### config.mk
export PLATFORM = sky130hd
export DESIGN_NAME = c_source_phase_filter_unit
export DESIGN_NICKNAME = d
export VERILOG_FILES = /design/src/design/csp_pkg.sv /design/src/design/csp_front.sv /design/src/design/csp_scan.sv /design/src/design/csp_count.sv /design/src/design/csp_outq.sv /design/src/design/c_source_phase_filter_unit.sv
export SDC_FILE = /design/constraint.sdc
export NUM_CORES = 1
export LEC_CHECK = 0
export ABC_CLOCK_PERIOD_IN_PS = 51700
export BUFFER_PORTS_ARGS = -buffer_cell sky130_fd_sc_hd__buf_2
export CELL_PAD_IN_SITES_DETAIL_PLACEMENT = 2
export CELL_PAD_IN_SITES_GLOBAL_PLACEMENT = 2
export CORE_MARGIN = 4
export CORE_UTILIZATION = 35
export DETAILED_ROUTE_END_ITERATION = 10
export PLACE_DENSITY_LB_ADDON = 0.1
export SYNTH_ARGS = -nofsm -noshare
export SYNTH_HDL_FRONTEND = slang
export SYNTH_SLANG_ARGS = --single-unit
### constraint.sdc
create_clock -name clk -period 51.7 [get_ports clk]
set_clock_uncertainty 0.2 [all_clocks]
set_input_delay 10.34 -clock clk [delete_from_list [all_inputs] [get_ports clk]]
set_output_delay 10.34 -clock clk [all_outputs]
set_load 0.02 [all_outputs]
### src/design/csp_pkg.sv
package csp_pkg;

    localparam int LINE_BITS     = 24;
    localparam int COUNT_BITS    = 32;
    localparam int MAX_RES       = 6;
    localparam int RES_IDX_BITS  = $clog2(MAX_RES);
    localparam int RES_CNT_BITS  = $clog2(MAX_RES + 1);
    localparam int TOK_SLOTS     = 8;
    localparam int TOK_IDX_BITS  = $clog2(TOK_SLOTS);

    typedef logic [7:0] char_t;

    localparam char_t CH_NUL    = 8'h00;
    localparam char_t CH_NL     = 8'h0A;
    localparam char_t CH_SPACE  = 8'h20;
    localparam char_t CH_BANG   = 8'h21;
    localparam char_t CH_DQUOTE = 8'h22;
    localparam char_t CH_HASH   = 8'h23;
    localparam char_t CH_SQUOTE = 8'h27;
    localparam char_t CH_LPAREN = 8'h28;
    localparam char_t CH_RPAREN = 8'h29;
    localparam char_t CH_STAR   = 8'h2A;
    localparam char_t CH_MINUS  = 8'h2D;
    localparam char_t CH_SLASH  = 8'h2F;
    localparam char_t CH_LT     = 8'h3C;
    localparam char_t CH_EQ     = 8'h3D;
    localparam char_t CH_GT     = 8'h3E;
    localparam char_t CH_QUEST  = 8'h3F;
    localparam char_t CH_LBRACK = 8'h5B;
    localparam char_t CH_BSLASH = 8'h5C;
    localparam char_t CH_RBRACK = 8'h5D;
    localparam char_t CH_CARET  = 8'h5E;
    localparam char_t CH_LBRACE = 8'h7B;
    localparam char_t CH_VBAR   = 8'h7C;
    localparam char_t CH_RBRACE = 8'h7D;
    localparam char_t CH_TILDE  = 8'h7E;

    typedef enum logic [1:0] {
        KIND_BYTE = 2'd0,
        KIND_LINE = 2'd1,
        KIND_END  = 2'd2
    } kind_t;

    // character handed to the comment scanner, or a removed splice
    typedef struct packed {
        logic  valid;
        logic  splice;
        char_t ch;
    } token_t;

    typedef struct packed {
        logic  valid;
        kind_t kind;
        char_t ch;
    } event_t;

    typedef struct packed {
        kind_t                 kind;
        char_t                 ch;
        logic [LINE_BITS-1:0]  line;
        logic [COUNT_BITS-1:0] count;
    } result_t;

    // zero when the byte does not complete a trigraph
    function automatic char_t trigraph_map(input char_t c);
        char_t t;
        case (c)
            CH_LPAREN: t = CH_LBRACK;
            CH_RPAREN: t = CH_RBRACK;
            CH_LT:     t = CH_LBRACE;
            CH_GT:     t = CH_RBRACE;
            CH_EQ:     t = CH_HASH;
            CH_SLASH:  t = CH_BSLASH;
            CH_SQUOTE: t = CH_CARET;
            CH_BANG:   t = CH_VBAR;
            CH_MINUS:  t = CH_TILDE;
            default:   t = CH_NUL;
        endcase
        return t;
    endfunction

    function automatic logic [LINE_BITS-1:0] line_add(input logic [LINE_BITS-1:0] v,
                                                      input logic [RES_CNT_BITS-1:0] k);
        logic [LINE_BITS:0] s;
        s = {1'b0, v} + {{(LINE_BITS + 1 - RES_CNT_BITS){1'b0}}, k};
        return s[LINE_BITS] ? {LINE_BITS{1'b1}} : s[LINE_BITS-1:0];
    endfunction

    function automatic logic [COUNT_BITS-1:0] count_add(input logic [COUNT_BITS-1:0] v,
                                                        input logic [RES_CNT_BITS-1:0] k);
        logic [COUNT_BITS:0] s;
        s = {1'b0, v} + {{(COUNT_BITS + 1 - RES_CNT_BITS){1'b0}}, k};
        return s[COUNT_BITS] ? {COUNT_BITS{1'b1}} : s[COUNT_BITS-1:0];
    endfunction

endpackage

### src/design/csp_front.sv
// Trigraph replacement and backslash-newline splicing.
module csp_front (
    input  logic                                    clk,
    input  logic                                    rst_n,
    input  logic                                    step,
    input  logic                                    flush,
    input  csp_pkg::char_t                          in_byte,
    output csp_pkg::token_t [csp_pkg::TOK_SLOTS-1:0] tok
);
    import csp_pkg::*;

    logic                     held_bs_reg;
    logic                     held_bs_next;
    logic [1:0]               held_q_reg;
    logic [1:0]               held_q_next;

    char_t                    trig;
    char_t [3:0]              ent;
    logic  [3:0]              ent_v;
    logic  [1:0]              k;
    logic  [1:0]              q;
    logic                     bs;
    logic                     done;
    logic  [TOK_IDX_BITS-1:0] j;

    assign trig = trigraph_map(in_byte);

    always_comb
    begin
        ent   = '0;
        ent_v = '0;
        k     = '0;
        q     = held_q_reg;
        if (held_q_reg == 2'd2)
        begin
            if (trig != CH_NUL)
            begin
                q        = 2'd0;
                ent[k]   = trig;
                ent_v[k] = 1'b1;
                k        = k + 2'd1;
            end
            else if (in_byte == CH_QUEST)
            begin
                // three in a row: oldest goes out, two stay held
                ent[k]   = CH_QUEST;
                ent_v[k] = 1'b1;
                k        = k + 2'd1;
            end
            else
            begin
                q        = 2'd0;
                ent[k]   = CH_QUEST;
                ent_v[k] = 1'b1;
                k        = k + 2'd1;
                ent[k]   = CH_QUEST;
                ent_v[k] = 1'b1;
                k        = k + 2'd1;
                ent[k]   = in_byte;
                ent_v[k] = 1'b1;
                k        = k + 2'd1;
            end
        end
        else if (held_q_reg == 2'd1)
        begin
            if (in_byte == CH_QUEST)
            begin
                q = 2'd2;
            end
            else
            begin
                q        = 2'd0;
                ent[k]   = CH_QUEST;
                ent_v[k] = 1'b1;
                k        = k + 2'd1;
                ent[k]   = in_byte;
                ent_v[k] = 1'b1;
                k        = k + 2'd1;
            end
        end
        else
        begin
            if (in_byte == CH_QUEST)
            begin
                q = 2'd1;
            end
            else
            begin
                ent[k]   = in_byte;
                ent_v[k] = 1'b1;
                k        = k + 2'd1;
            end
        end
        if (flush && q != 2'd0)
        begin
            ent[k]   = CH_QUEST;
            ent_v[k] = 1'b1;
            k        = k + 2'd1;
        end
        if (flush && q == 2'd2)
        begin
            ent[k]   = CH_QUEST;
            ent_v[k] = 1'b1;
        end
    end

    always_comb
    begin
        tok = '0;
        bs  = held_bs_reg;
        j   = '0;
        for (int i = 0; i < 4; i++)
        begin
            done = 1'b0;
            if (ent_v[i])
            begin
                if (bs)
                begin
                    bs = 1'b0;
                    if (ent[i] == CH_NL)
                    begin
                        tok[j] = '{valid: 1'b1, splice: 1'b1, ch: CH_NUL};
                        j      = j + 1'b1;
                        done   = 1'b1;
                    end
                    else
                    begin
                        tok[j] = '{valid: 1'b1, splice: 1'b0, ch: CH_BSLASH};
                        j      = j + 1'b1;
                    end
                end
                if (!done)
                begin
                    if (ent[i] == CH_BSLASH)
                    begin
                        bs = 1'b1;
                    end
                    else
                    begin
                        tok[j] = '{valid: 1'b1, splice: 1'b0, ch: ent[i]};
                        j      = j + 1'b1;
                    end
                end
            end
        end
        if (flush && bs)
        begin
            tok[j] = '{valid: 1'b1, splice: 1'b0, ch: CH_BSLASH};
            bs     = 1'b0;
        end
        held_bs_next = flush ? 1'b0 : bs;
        held_q_next  = flush ? 2'd0 : q;
    end

    always_ff @(posedge clk or negedge rst_n)
    begin
        if (!rst_n)
        begin
            held_bs_reg <= 1'b0;
            held_q_reg  <= 2'd0;
        end
        else if (step)
        begin
            held_bs_reg <= held_bs_next;
            held_q_reg  <= held_q_next;
        end
    end

endmodule

### src/design/csp_scan.sv
// Comment stripping and literal tracking over the spliced character stream.
module csp_scan (
    input  logic                                          clk,
    input  logic                                          rst_n,
    input  logic                                          step,
    input  logic                                          flush,
    input  csp_pkg::token_t [csp_pkg::TOK_SLOTS-1:0]      tok,
    output csp_pkg::event_t [csp_pkg::MAX_RES-1:0]        ev,
    output logic [csp_pkg::RES_CNT_BITS-1:0]              ev_count
);
    import csp_pkg::*;

    typedef enum logic [2:0] {
        MODE_NORMAL = 3'd0,
        MODE_SLASH  = 3'd1,
        MODE_LINE   = 3'd2,
        MODE_BLOCK  = 3'd3,
        MODE_STAR   = 3'd4,
        MODE_LIT    = 3'd5,
        MODE_ESC    = 3'd6
    } mode_t;

    typedef enum logic [1:0] {
        QUOTE_NONE   = 2'd0,
        QUOTE_DOUBLE = 2'd1,
        QUOTE_SINGLE = 2'd2
    } quote_t;

    typedef struct packed {
        mode_t  mode;
        quote_t quote;
        logic   emit;
    } norm_t;

    function automatic norm_t scan_normal(input char_t c, input quote_t qk);
        norm_t r;
        r.mode  = MODE_NORMAL;
        r.quote = qk;
        r.emit  = 1'b1;
        if (c == CH_SLASH)
        begin
            r.mode = MODE_SLASH;
            r.emit = 1'b0;
        end
        else if (c == CH_DQUOTE)
        begin
            r.mode  = MODE_LIT;
            r.quote = QUOTE_DOUBLE;
        end
        else if (c == CH_SQUOTE)
        begin
            r.mode  = MODE_LIT;
            r.quote = QUOTE_SINGLE;
        end
        return r;
    endfunction

    mode_t                   mode_reg;
    mode_t                   mode_next;
    quote_t                  quote_reg;
    quote_t                  quote_next;

    mode_t                   mode;
    quote_t                  quote;
    norm_t                   nr;
    char_t                   c;
    char_t                   e0;
    char_t                   e1;
    logic                    e0_v;
    logic                    e1_v;
    logic                    rm;
    logic                    tail_v;
    char_t                   tail;
    logic [RES_CNT_BITS-1:0] n;

    always_comb
    begin
        mode  = mode_reg;
        quote = quote_reg;
        ev    = '0;
        n     = '0;
        for (int i = 0; i < TOK_SLOTS; i++)
        begin
            e0_v = 1'b0;
            e1_v = 1'b0;
            e0   = CH_NUL;
            e1   = CH_NUL;
            rm   = 1'b0;
            c    = tok[i].ch;
            nr   = scan_normal(tok[i].ch, quote);
            if (tok[i].valid)
            begin
                if (tok[i].splice)
                begin
                    rm = 1'b1;
                end
                else
                begin
                    case (mode)
                        MODE_SLASH:
                        begin
                            if (c == CH_SLASH)
                            begin
                                mode = MODE_LINE;
                            end
                            else if (c == CH_STAR)
                            begin
                                mode = MODE_BLOCK;
                            end
                            else
                            begin
                                // the held slash was plain text
                                e0_v  = 1'b1;
                                e0    = CH_SLASH;
                                mode  = nr.mode;
                                quote = nr.quote;
                                e1_v  = nr.emit;
                                e1    = c;
                            end
                        end
                        MODE_LINE:
                        begin
                            if (c == CH_NL)
                            begin
                                e0_v = 1'b1;
                                e0   = CH_SPACE;
                                e1_v = 1'b1;
                                e1   = CH_NL;
                                mode = MODE_NORMAL;
                            end
                        end
                        MODE_BLOCK:
                        begin
                            if (c == CH_STAR)
                            begin
                                mode = MODE_STAR;
                            end
                            else if (c == CH_NL)
                            begin
                                rm = 1'b1;
                            end
                        end
                        MODE_STAR:
                        begin
                            if (c == CH_SLASH)
                            begin
                                e0_v = 1'b1;
                                e0   = CH_SPACE;
                                mode = MODE_NORMAL;
                            end
                            else if (c != CH_STAR)
                            begin
                                rm   = (c == CH_NL);
                                mode = MODE_BLOCK;
                            end
                        end
                        MODE_LIT:
                        begin
                            e0_v = 1'b1;
                            e0   = c;
                            if (c == CH_BSLASH)
                            begin
                                mode = MODE_ESC;
                            end
                            else if (c == ((quote == QUOTE_SINGLE) ? CH_SQUOTE : CH_DQUOTE))
                            begin
                                mode  = MODE_NORMAL;
                                quote = QUOTE_NONE;
                            end
                        end
                        MODE_ESC:
                        begin
                            e0_v = 1'b1;
                            e0   = c;
                            mode = MODE_LIT;
                        end
                        default:
                        begin
                            mode  = nr.mode;
                            quote = nr.quote;
                            e0_v  = nr.emit;
                            e0    = c;
                        end
                    endcase
                end
                if (rm && n < RES_CNT_BITS'(MAX_RES))
                begin
                    ev[n[RES_IDX_BITS-1:0]] = '{valid: 1'b1, kind: KIND_LINE, ch: CH_NUL};
                    n = n + 1'b1;
                end
                if (e0_v && n < RES_CNT_BITS'(MAX_RES))
                begin
                    ev[n[RES_IDX_BITS-1:0]] = '{valid: 1'b1, kind: KIND_BYTE,
                                                ch: (e0 == CH_NUL) ? CH_SPACE : e0};
                    n = n + 1'b1;
                end
                if (e1_v && n < RES_CNT_BITS'(MAX_RES))
                begin
                    ev[n[RES_IDX_BITS-1:0]] = '{valid: 1'b1, kind: KIND_BYTE,
                                                ch: (e1 == CH_NUL) ? CH_SPACE : e1};
                    n = n + 1'b1;
                end
            end
        end

        // end of text: pending slash or open comment, then the end record
        tail_v = 1'b0;
        tail   = CH_SPACE;
        if (mode == MODE_SLASH)
        begin
            tail_v = 1'b1;
            tail   = CH_SLASH;
        end
        else if (mode == MODE_LINE || mode == MODE_BLOCK || mode == MODE_STAR)
        begin
            tail_v = 1'b1;
        end
        if (flush && tail_v && n < RES_CNT_BITS'(MAX_RES))
        begin
            ev[n[RES_IDX_BITS-1:0]] = '{valid: 1'b1, kind: KIND_BYTE, ch: tail};
            n = n + 1'b1;
        end
        if (flush && n < RES_CNT_BITS'(MAX_RES))
        begin
            ev[n[RES_IDX_BITS-1:0]] = '{valid: 1'b1, kind: KIND_END, ch: CH_NUL};
            n = n + 1'b1;
        end
        ev_count   = n;
        mode_next  = flush ? MODE_NORMAL : mode;
        quote_next = flush ? QUOTE_NONE : quote;
    end

    always_ff @(posedge clk or negedge rst_n)
    begin
        if (!rst_n)
        begin
            mode_reg  <= MODE_NORMAL;
            quote_reg <= QUOTE_NONE;
        end
        else if (step)
        begin
            mode_reg  <= mode_next;
            quote_reg <= quote_next;
        end
    end

endmodule

### src/design/csp_count.sv
// Line number and output byte total; stamps removed-newline records with the line and the end record with the total.
module csp_count (
    input  logic                                    clk,
    input  logic                                    rst_n,
    input  logic                                    step,
    input  logic                                    flush,
    input  csp_pkg::event_t  [csp_pkg::MAX_RES-1:0] ev,
    output csp_pkg::result_t [csp_pkg::MAX_RES-1:0] res
);
    import csp_pkg::*;

    logic [LINE_BITS-1:0]    line_reg;
    logic [LINE_BITS-1:0]    line_next;
    logic [COUNT_BITS-1:0]   total_reg;
    logic [COUNT_BITS-1:0]   total_next;
    logic [RES_CNT_BITS-1:0] adv;
    logic [RES_CNT_BITS-1:0] nb;

    always_comb
    begin
        adv = '0;
        nb  = '0;
        res = '0;
        for (int i = 0; i < MAX_RES; i++)
        begin
            res[i].kind = KIND_BYTE;
            if (ev[i].valid)
            begin
                case (ev[i].kind)
                    KIND_BYTE:
                    begin
                        res[i].kind = KIND_BYTE;
                        res[i].ch   = ev[i].ch;
                        nb          = nb + 1'b1;
                        if (ev[i].ch == CH_NL)
                        begin
                            adv = adv + 1'b1;
                        end
                    end
                    KIND_LINE:
                    begin
                        // report the current line, then move past it
                        res[i].kind = KIND_LINE;
                        res[i].line = line_add(line_reg, adv);
                        adv         = adv + 1'b1;
                    end
                    KIND_END:
                    begin
                        res[i].kind  = KIND_END;
                        res[i].count = count_add(total_reg, nb);
                    end
                    default:
                    begin
                        res[i].kind = KIND_BYTE;
                    end
                endcase
            end
        end
        line_next  = flush ? LINE_BITS'(1) : line_add(line_reg, adv);
        total_next = flush ? '0 : count_add(total_reg, nb);
    end

    always_ff @(posedge clk or negedge rst_n)
    begin
        if (!rst_n)
        begin
            line_reg  <= LINE_BITS'(1);
            total_reg <= '0;
        end
        else if (step)
        begin
            line_reg  <= line_next;
            total_reg <= total_next;
        end
    end

endmodule

### src/design/csp_outq.sv
// Holds the results of one item and hands them out one beat per cycle while out_stall is low.
module csp_outq (
    input  logic                                    clk,
    input  logic                                    rst_n,
    input  logic                                    load,
    input  csp_pkg::result_t [csp_pkg::MAX_RES-1:0] res,
    input  logic [csp_pkg::RES_CNT_BITS-1:0]        res_count,
    output logic                                    free,
    output logic                                    out_valid,
    input  logic                                    out_stall,
    output logic [1:0]                              kind,
    output logic [7:0]                              out_byte,
    output logic [csp_pkg::LINE_BITS-1:0]           line_value,
    output logic [csp_pkg::COUNT_BITS-1:0]          out_count,
    output logic                                    last_of_run
);
    import csp_pkg::*;

    result_t                 slot_reg [MAX_RES];
    logic [RES_CNT_BITS-1:0] n_reg;
    logic [RES_CNT_BITS-1:0] n_next;
    logic [RES_IDX_BITS-1:0] idx_reg;
    logic [RES_IDX_BITS-1:0] idx_next;
    logic [RES_CNT_BITS-1:0] n_less;
    result_t                 cur;
    logic                    take;
    logic                    last;

    assign cur         = slot_reg[idx_reg];
    assign out_valid   = (n_reg != '0);
    assign n_less      = n_reg - 1'b1;
    assign last        = (RES_CNT_BITS'(idx_reg) == n_less);
    assign take        = out_valid && !out_stall;
    assign free        = !out_valid || (take && last);
    assign kind        = cur.kind;
    assign out_byte    = cur.ch;
    assign line_value  = cur.line;
    assign out_count   = cur.count;
    assign last_of_run = last;

    always_comb
    begin
        n_next   = n_reg;
        idx_next = idx_reg;
        if (load)
        begin
            n_next   = res_count;
            idx_next = '0;
        end
        else if (take)
        begin
            if (last)
            begin
                n_next   = '0;
                idx_next = '0;
            end
            else
            begin
                idx_next = idx_reg + 1'b1;
            end
        end
    end

    always_ff @(posedge clk or negedge rst_n)
    begin
        if (!rst_n)
        begin
            n_reg   <= '0;
            idx_reg <= '0;
        end
        else
        begin
            n_reg   <= n_next;
            idx_reg <= idx_next;
        end
    end

    always_ff @(posedge clk)
    begin
        if (load)
        begin
            for (int i = 0; i < MAX_RES; i++)
            begin
                slot_reg[i] <= res[i];
            end
        end
    end

endmodule

### src/design/c_source_phase_filter_unit.sv
// Early C translation phases on a byte stream: trigraphs are replaced, backslash-newline
// splices removed, each comment becomes one space and NUL becomes a space, with literals
// tracked so comment markers inside them stay text. Each input beat may give from zero to
// six result beats (bytes, removed-newline records carrying the line number, and an end
// record with the output byte total after the beat flagged is_final); last_of_run marks
// the final result of a beat. A beat is registered, worked combinationally into a result
// buffer, and drained one result per cycle while out_stall is low, so a new beat is taken
// every cycle while beats give at most one result and the output is not stalled; a beat
// with more results holds the input until the buffer has handed them out. The first result
// is presented once the held beat has been loaded into the result buffer.
module c_source_phase_filter_unit (
    input  logic                           clk,
    input  logic                           rst_n,
    input  logic                           in_valid,
    output logic                           in_stall,
    input  logic [7:0]                     in_byte,
    input  logic                           is_final,
    output logic                           out_valid,
    input  logic                           out_stall,
    output logic [1:0]                     kind,
    output logic [7:0]                     out_byte,
    output logic [csp_pkg::LINE_BITS-1:0]  line_value,
    output logic [csp_pkg::COUNT_BITS-1:0] out_count,
    output logic                           last_of_run
);
    import csp_pkg::*;

    logic                     hold_valid_reg;
    logic                     hold_valid_next;
    char_t                    hold_byte_reg;
    logic                     hold_final_reg;
    logic                     accept;
    logic                     step;
    logic                     q_free;
    token_t  [TOK_SLOTS-1:0]  tok;
    event_t  [MAX_RES-1:0]    ev;
    result_t [MAX_RES-1:0]    res;
    logic [RES_CNT_BITS-1:0]  ev_count;

    // a beat with no results never waits for the output buffer
    assign step     = hold_valid_reg && (ev_count == '0 || q_free);
    assign in_stall = hold_valid_reg && !step;
    assign accept   = in_valid && !in_stall;

    always_comb
    begin
        hold_valid_next = hold_valid_reg;
        if (accept)
        begin
            hold_valid_next = 1'b1;
        end
        else if (step)
        begin
            hold_valid_next = 1'b0;
        end
    end

    always_ff @(posedge clk or negedge rst_n)
    begin
        if (!rst_n)
        begin
            hold_valid_reg <= 1'b0;
        end
        else
        begin
            hold_valid_reg <= hold_valid_next;
        end
    end

    always_ff @(posedge clk)
    begin
        if (accept)
        begin
            hold_byte_reg  <= in_byte;
            hold_final_reg <= is_final;
        end
    end

    csp_front u_front (
        .clk     (clk),
        .rst_n   (rst_n),
        .step    (step),
        .flush   (hold_final_reg),
        .in_byte (hold_byte_reg),
        .tok     (tok)
    );

    csp_scan u_scan (
        .clk      (clk),
        .rst_n    (rst_n),
        .step     (step),
        .flush    (hold_final_reg),
        .tok      (tok),
        .ev       (ev),
        .ev_count (ev_count)
    );

    csp_count u_count (
        .clk   (clk),
        .rst_n (rst_n),
        .step  (step),
        .flush (hold_final_reg),
        .ev    (ev),
        .res   (res)
    );

    csp_outq u_outq (
        .clk         (clk),
        .rst_n       (rst_n),
        .load        (step && ev_count != '0),
        .res         (res),
        .res_count   (ev_count),
        .free        (q_free),
        .out_valid   (out_valid),
        .out_stall   (out_stall),
        .kind        (kind),
        .out_byte    (out_byte),
        .line_value  (line_value),
        .out_count   (out_count),
        .last_of_run (last_of_run)
    );

endmodule

**Yosys cells after proc, flatten, opt, wreduce, memory -nomap -nowiden**

Memories as Yosys holds them, arrays and structs flattened.
Cells that the tools add are included.

- Eq/ne operators: 164
- Order comparisons: 95
- Bitwise operators: 53
- Multiplexer cells: 845
- Reduce and logical (&&, ||, !) cells: 125
- $add $sub $neg: 57

Operators by type and width:

| kind | count |
|---|---|
| two-way mux 66 bit | 54 |
| two-way mux 80 bit | 22 |
| bitwise mux 66 bit | 17 |
| demux 11 bit (select 3 bit) | 25 |
| two-way mux 8 bit | 84 |
| two-way mux 3 bit | 193 |
| two-way mux 32 bit | 15 |
| AND 54 bit | 8 |
| inverter 54 bit | 8 |
| == test 8 x 6 -> 1 bit, second input constant | 42 |
| bitwise mux 80 bit | 4 |
| two-way mux 24 bit | 13 |
| two-way mux 11 bit | 27 |
| case mux 8 bit (4 select lines) | 8 |
| demux 10 bit (select 3 bit) | 8 |
| adder 32 x 3 -> 33 bit | 6 |
| AND 64 bit | 3 |
| inverter 64 bit | 3 |
| two-way mux 1 bit | 171 |
| AND 40 bit | 4 |
| inverter 40 bit | 4 |
| OR 40 bit | 4 |
| adder 24 x 3 -> 25 bit | 6 |
| two-way mux 2 bit | 73 |
| other kinds (56) | 537 |

- Memories kept: 1
- Memory bits (writable): 396
- Output and inout port bits: 69
- Input bits: 13
- Word-level logic and storage cells: 1351
- Register bits after elaboration: 80

Memory list:

| memory | depth | bits a word | rd ports | clocked after Yosys merged registers in | wr ports | line | text |
|---|---|---|---|---|---|---|---|
| u_outq.slot_reg | 6 | 66 | 1 | 0 | 6 | csp_outq.sv:19 | `result_t slot_reg [MAX_RES];` |

**Depth between registers and ports, before layout**

- Depth after elaboration: 189
- Depth in mapped cells: 147
- Depth with buffers taken out: 142

**Hierarchy**

A second synthesis with hierarchy kept.

- Cells, all modules: 6388
- Area total of the unflattened synthesis: 50622.3 um^2

Modules (own cells, without submodules):

| module | cells an instance | sequential area each (um^2) | instances | area an instance (um^2) |
|---|---|---|---|---|
| csp_scan | 3332 | 125.1 | 1 | 19927.9 |
| csp_outq | 736 | 12041.5 | 1 | 15185.8 |
| csp_count | 1706 | 1402.6 | 1 | 11519.8 |
| csp_front | 596 | 75.1 | 1 | 3637.2 |
| c_source_phase_filter_unit | 18 | 295.3 | 1 | 351.6 |

**Worst setup path before layout**

No wires, ideal clock.

- Path type: register to register
- Start point: register hold_byte_reg[4]
- End point: memory u_outq.slot_reg[0][0] in the netlist's numbering, enable pin
- Library setup time: 0.915 ns
- Data arrival time: 36.131 ns
- Setup slack: 14.455 ns
- Required time: 50.585 ns
- Stages on the path, launching flop included: 120
- Clock period less this slack: 37.245 ns
- Cells stage by stage: edfxtp_1 buf_2 or2_1 nor3b_1 o31a_1 nor2_1 nor2_1 nor2_1 ha_1 a21oi_1 nand2_1 a2111o_1 nor4_4 nor2_4 buf_2 ha_1 clkbuf_1 nor3_1 [84 not listed] a21oi_1 o31ai_1 nand3_1 and2_1 ha_1 nand2_1 a21oi_1 nand2b_1 a32oi_1 and2_1 inv_1 ha_1 mux2_2 or4_1 and3_1 nor2_1 and3_1 clkbuf_1

RTL lines:

| element | line | text |
|---|---|---|
| from (decl) | c_source_phase_filter_unit.sv:30 | `char_t hold_byte_reg;` |
| from (signal assigned) | c_source_phase_filter_unit.sv:74 | `hold_byte_reg <= in_byte;` |
| to (decl) | csp_outq.sv:19 |  |

**Final worst setup path**

- Start point: register hold_byte_reg[4]
- End point: output port in_stall

- Cells in the longest elaborated chain, start to end: 163
- Elaborated cells between the ends (all ways): 805
- Classes of those cells: 32 x add/sub; 43 x order compare; 136 x eq/ne; 505 x mux; 29 x bitwise; 60 x reduce/logical

Ends and longest elaborated chain:

| element | line | text |
|---|---|---|
| parallel branches: the longest is 51 deep, another holds less-than comparator 2 x 3 -> 1 bit | - |  |
| two-way mux 80 bit (*) | csp_front.sv:146 | `if (flush && bs)` |
| == test 8 x 4 -> 1 bit or inequality test 8 x 6 -> 1 bit (tied branches) | - |  |
| two-way mux 1 bit (on tied branches) | csp_scan.sv:151, csp_scan.sv:123, csp_scan.sv:138 |  |
| two-way mux 1 bit (on tied branches) | csp_scan.sv:145, csp_scan.sv:134 |  |
| case mux 1 bit (2 select lines) | csp_scan.sv:99 | `case (mode)` |
| two-way mux 1 bit | csp_scan.sv:93 | `if (tok[i].splice)` |
| two-way mux 1 bit | csp_scan.sv:91 | `if (tok[i].valid)` |
| [97 not listed] | - |  |
| less-than comparator 3 bit | csp_scan.sv:223 | `if (flush && n < RES_CNT_BITS'(MAX_RES))` |
| logical AND 1 bit | csp_scan.sv:223 |  |
| two-way mux 3 bit (*) | csp_scan.sv:223 |  |
| logical NOT 3 bit (*) | c_source_phase_filter_unit.sv:41 | `assign step = hold_valid_reg && (ev_count == '0 \|\| q_free);` |
| logical OR 1 bit (*) | c_source_phase_filter_unit.sv:41 |  |
| logical AND 1 bit (*) | c_source_phase_filter_unit.sv:41 |  |
| logical NOT 1 bit (*) | c_source_phase_filter_unit.sv:42 | `assign in_stall = hold_valid_reg && !step;` |
| logical AND 1 bit (*) | c_source_phase_filter_unit.sv:42 |  |
| to (decl) | c_source_phase_filter_unit.sv:15 | `output logic in_stall,` |

Mark *: on every way between the ends. The select of a mux whose other input is x is not followed.

==> impl_metrics.yaml <==
outcome:
  status: "finished, final reports clean"
die:
  rows: 125
  start_util: 0.354
  core_sq_um: 117000
  io_pins: 82
  dieArea_sq_um: 124000
  die_y_um: 352
  die_w_um: 352
clock_tree:
  htree_levels: 2
  cts_setup_buffers: 0
  ctsHoldBuffers: 0
  clockBufferDepth: 3
  insertion_delay_ns: 0.62
  cts_buffers: 51
  cts_tree: "built"
  cts.sinks: 476
  ctsRootBufferMaster: "clkbuf_16"
  path_clk_slew_ns: 0.06
  ctsResizeCount: 0
synthesis:
  synth.area.top_cells: "edfxtp_1 29%, a21oi_1 7.4%, nor2_1 5.0%, dfrtp_1 4.2%, nand2_1 4.2%"
  postSynth.asyncResetShare: 0.149
  synth_top_cell_by_area: "edfxtp_1"
  ys_ff_latch: 476
  yosysUniqueCellTypes: 138
  ys_warn_count: 0
  syn_area_per_cell_sq_um: 8.37
  ys_seq_area_frac: 0.337
  synth_edf_count: 405
  synth.cell_area_sq_um: 41300
  synth_top_cell_area_share: 0.294
  syn_inst: 4935
  ys.flop_type: "edfxtp_1"
detailed_routing:
  ant_nets: 0
  routed_via_density: 6.47
  wl_met2_mm: 93.4
  wire_per_inst_um: 30.4
  vias: 41800
  drt_iter0_markers: 3616
  wl_mm: 196
  drcViolationCount: 0
  firstDrtPassIters: 5
  wl_met3_mm: 8.04
  wl_met1_mm: 87.1
  top_layer: "met4"
pwr:
  p_leak_nw: 15.4
  peakVddDrop_uv: 48.6
  p_int_w: 0.00113
  combPwrFrac: 0.437
  switching_share: 0.429
  p_sw_w: 0.000852
  total_power_w: 0.00198
  clockPowerShare: 0.184
  powerDensity_nw_per_um2: 44.1
  p_seq_frac: 0.380
placement:
  placement.io_buffers: 81
  dp.cells: 6363
  place_congestion: 0.960
  pre_cts_slack_ns: 9.76
  hpwl_mm: 148
finish:
  stdcell_count: 6459
  layout_common_cells: "610 x a21oi_1, 550 x nor2_1, 461 x nand2_1"
  drive_above_1_share: 0.102
  largest_reg_flops: 396
  layout_commonest_cell: "a21oi_1"
  fin_nets: 4988
  syn2layout_area_growth_pct: 8.90
worst_setup_path:
  required_ns: 41.16
  crit_type: "register to primary output"
  arrival_ns: 32.65
  cp-end-kind: "primary output"
  rr_startpoint: "hold_byte_reg[4]$_DFFE_PP_"
  cp_slowest_cell: "a2111oi_0"
  worstSetupStartpointType: "register"
  crit_top_cell: "ha_1"
  rrSetupSlack_ns: 13.30
  slowest_delay_ns: 1.07
  setup.worst_path.start: "hold_byte_reg[4]$_DFFE_PP_"
  cp_max_fo: 19
timing:
  slew_headroom: 0.123
  layout_min_cycle_time_ns: 43.19
  rsz0062_at_grt: "no"
  post-route-period-util: 0.835
  tightestPinTransition_ns: 1.28
  final.setup.tns_ns: 0
  worst_slack_ns: 8.51
  slew_violations: 0
  fmaxAchievable_mhz: 23.2
  setup_viol: 0
  finalHoldViolations: 0
global_route:
  grt_pass1_vias: 43200
  grt-ovfl-total: 0
  grt_max_degree: 179
  grt_pass1_wl_mm: 291
  antenna_found_initial: 7
  grt_use_total: 0.309
hold_path:
  worstHoldPathType: "register to register"
  hp-start: "hold_valid_reg$_DFFE_PN0P_"
flow_run:
  maxCapViolCount: 0
## final timing paths
kind / to / depth (start not counted)
worst max-delay path: in_stall / 118
worst min-delay path: hold_valid_reg$_DFFE_PN0P_ / 2
worst max register to register: u_count.line_reg[13]$_DFFE_PN0P_ / 137
worst min register to register: hold_valid_reg$_DFFE_PN0P_ / 2
max in group asynchronous: u_outq.idx_reg[2]$_DFFE_PN0P_ / 2
min in group asynchronous: u_front.held_q_reg[0]$_DFFE_PN0P_ / 1
## synth_stat cells (all sizes together) (67+ instances only)
master / count
o22ai: 102
nor2: 557
nor3: 163
nand2: 462
clkbuf: 257
buf: 67
xnor2: 127
o21ai: 277
a21oi: 619
and3: 95
mux2i: 86
inv: 114
xor2: 73
dfrtp: 70
a211oi: 70
ha: 75
nand4: 74
nand3: 166
a31oi: 68
and2: 97
edfxtp: 405
## metal layers
metal,vias to the layer above,global-route usage
met5,-,0
met4,0,0.111
met3,336,0.0209
met2,1165,0.525
met1,21700,0.416
li1,18600,-
## critical path, delay by kind of cell, from the launching register on
family          cells  cell delay [ns]
mux                 4             1.49
buf+inv            12             1.98
fa+ha+maj          21             6.61
flops               1             0.73
xor+xnor            4             1.06
simple gates       42             9.42
compound gates     35            10.70
## final cells by class
cell class                 count  area, sq um
inverter                     118          444
multi-input combinational   4066        25900
sequential                   476        14000
timing repair buffer         179         1170
clock inverter                33          255
clock buffer                  62         1340
antenna                        1         2.50
tap                         1524         1910
fill                       13300        71700
## power groups by stage
stage / clock network [W] / logic [W] / registers (W)
floorplan: 0 / 0.000583 / 0.000837
global placement: 0 / 0.000842 / 0.000741
detailed placement: 0 / 0.000869 / 0.000761
CTS: 0.000373 / 0.000873 / 0.000755
global route: 0.000388 / 0.000934 / 0.000770
finish: 0.000364 / 0.000867 / 0.000753
## stage by stage
step                cell area [sq um]  utilization  hold slack [ns]
floorplan                       41500            -            0.280
global placement                43400        0.372            0.308
detailed placement              43400        0.372            0.323
CTS                             45000        0.386            0.336
global route                    45000        0.386            0.374
finish                          45000        0.386            0.335
## cells by family after synthesis
| group | share of synthesized area |
|---|---|
| buf+inv | 0.0415 |
| compound gates | 0.259 |
| fa+ha+maj | 0.0266 |
| mux | 0.0628 |
| other cells | 0.0000907 |
| xor+xnor | 0.0446 |
| simple gates | 0.228 |
| flops | 0.337 |
Power figures use the tool's default switching activity.
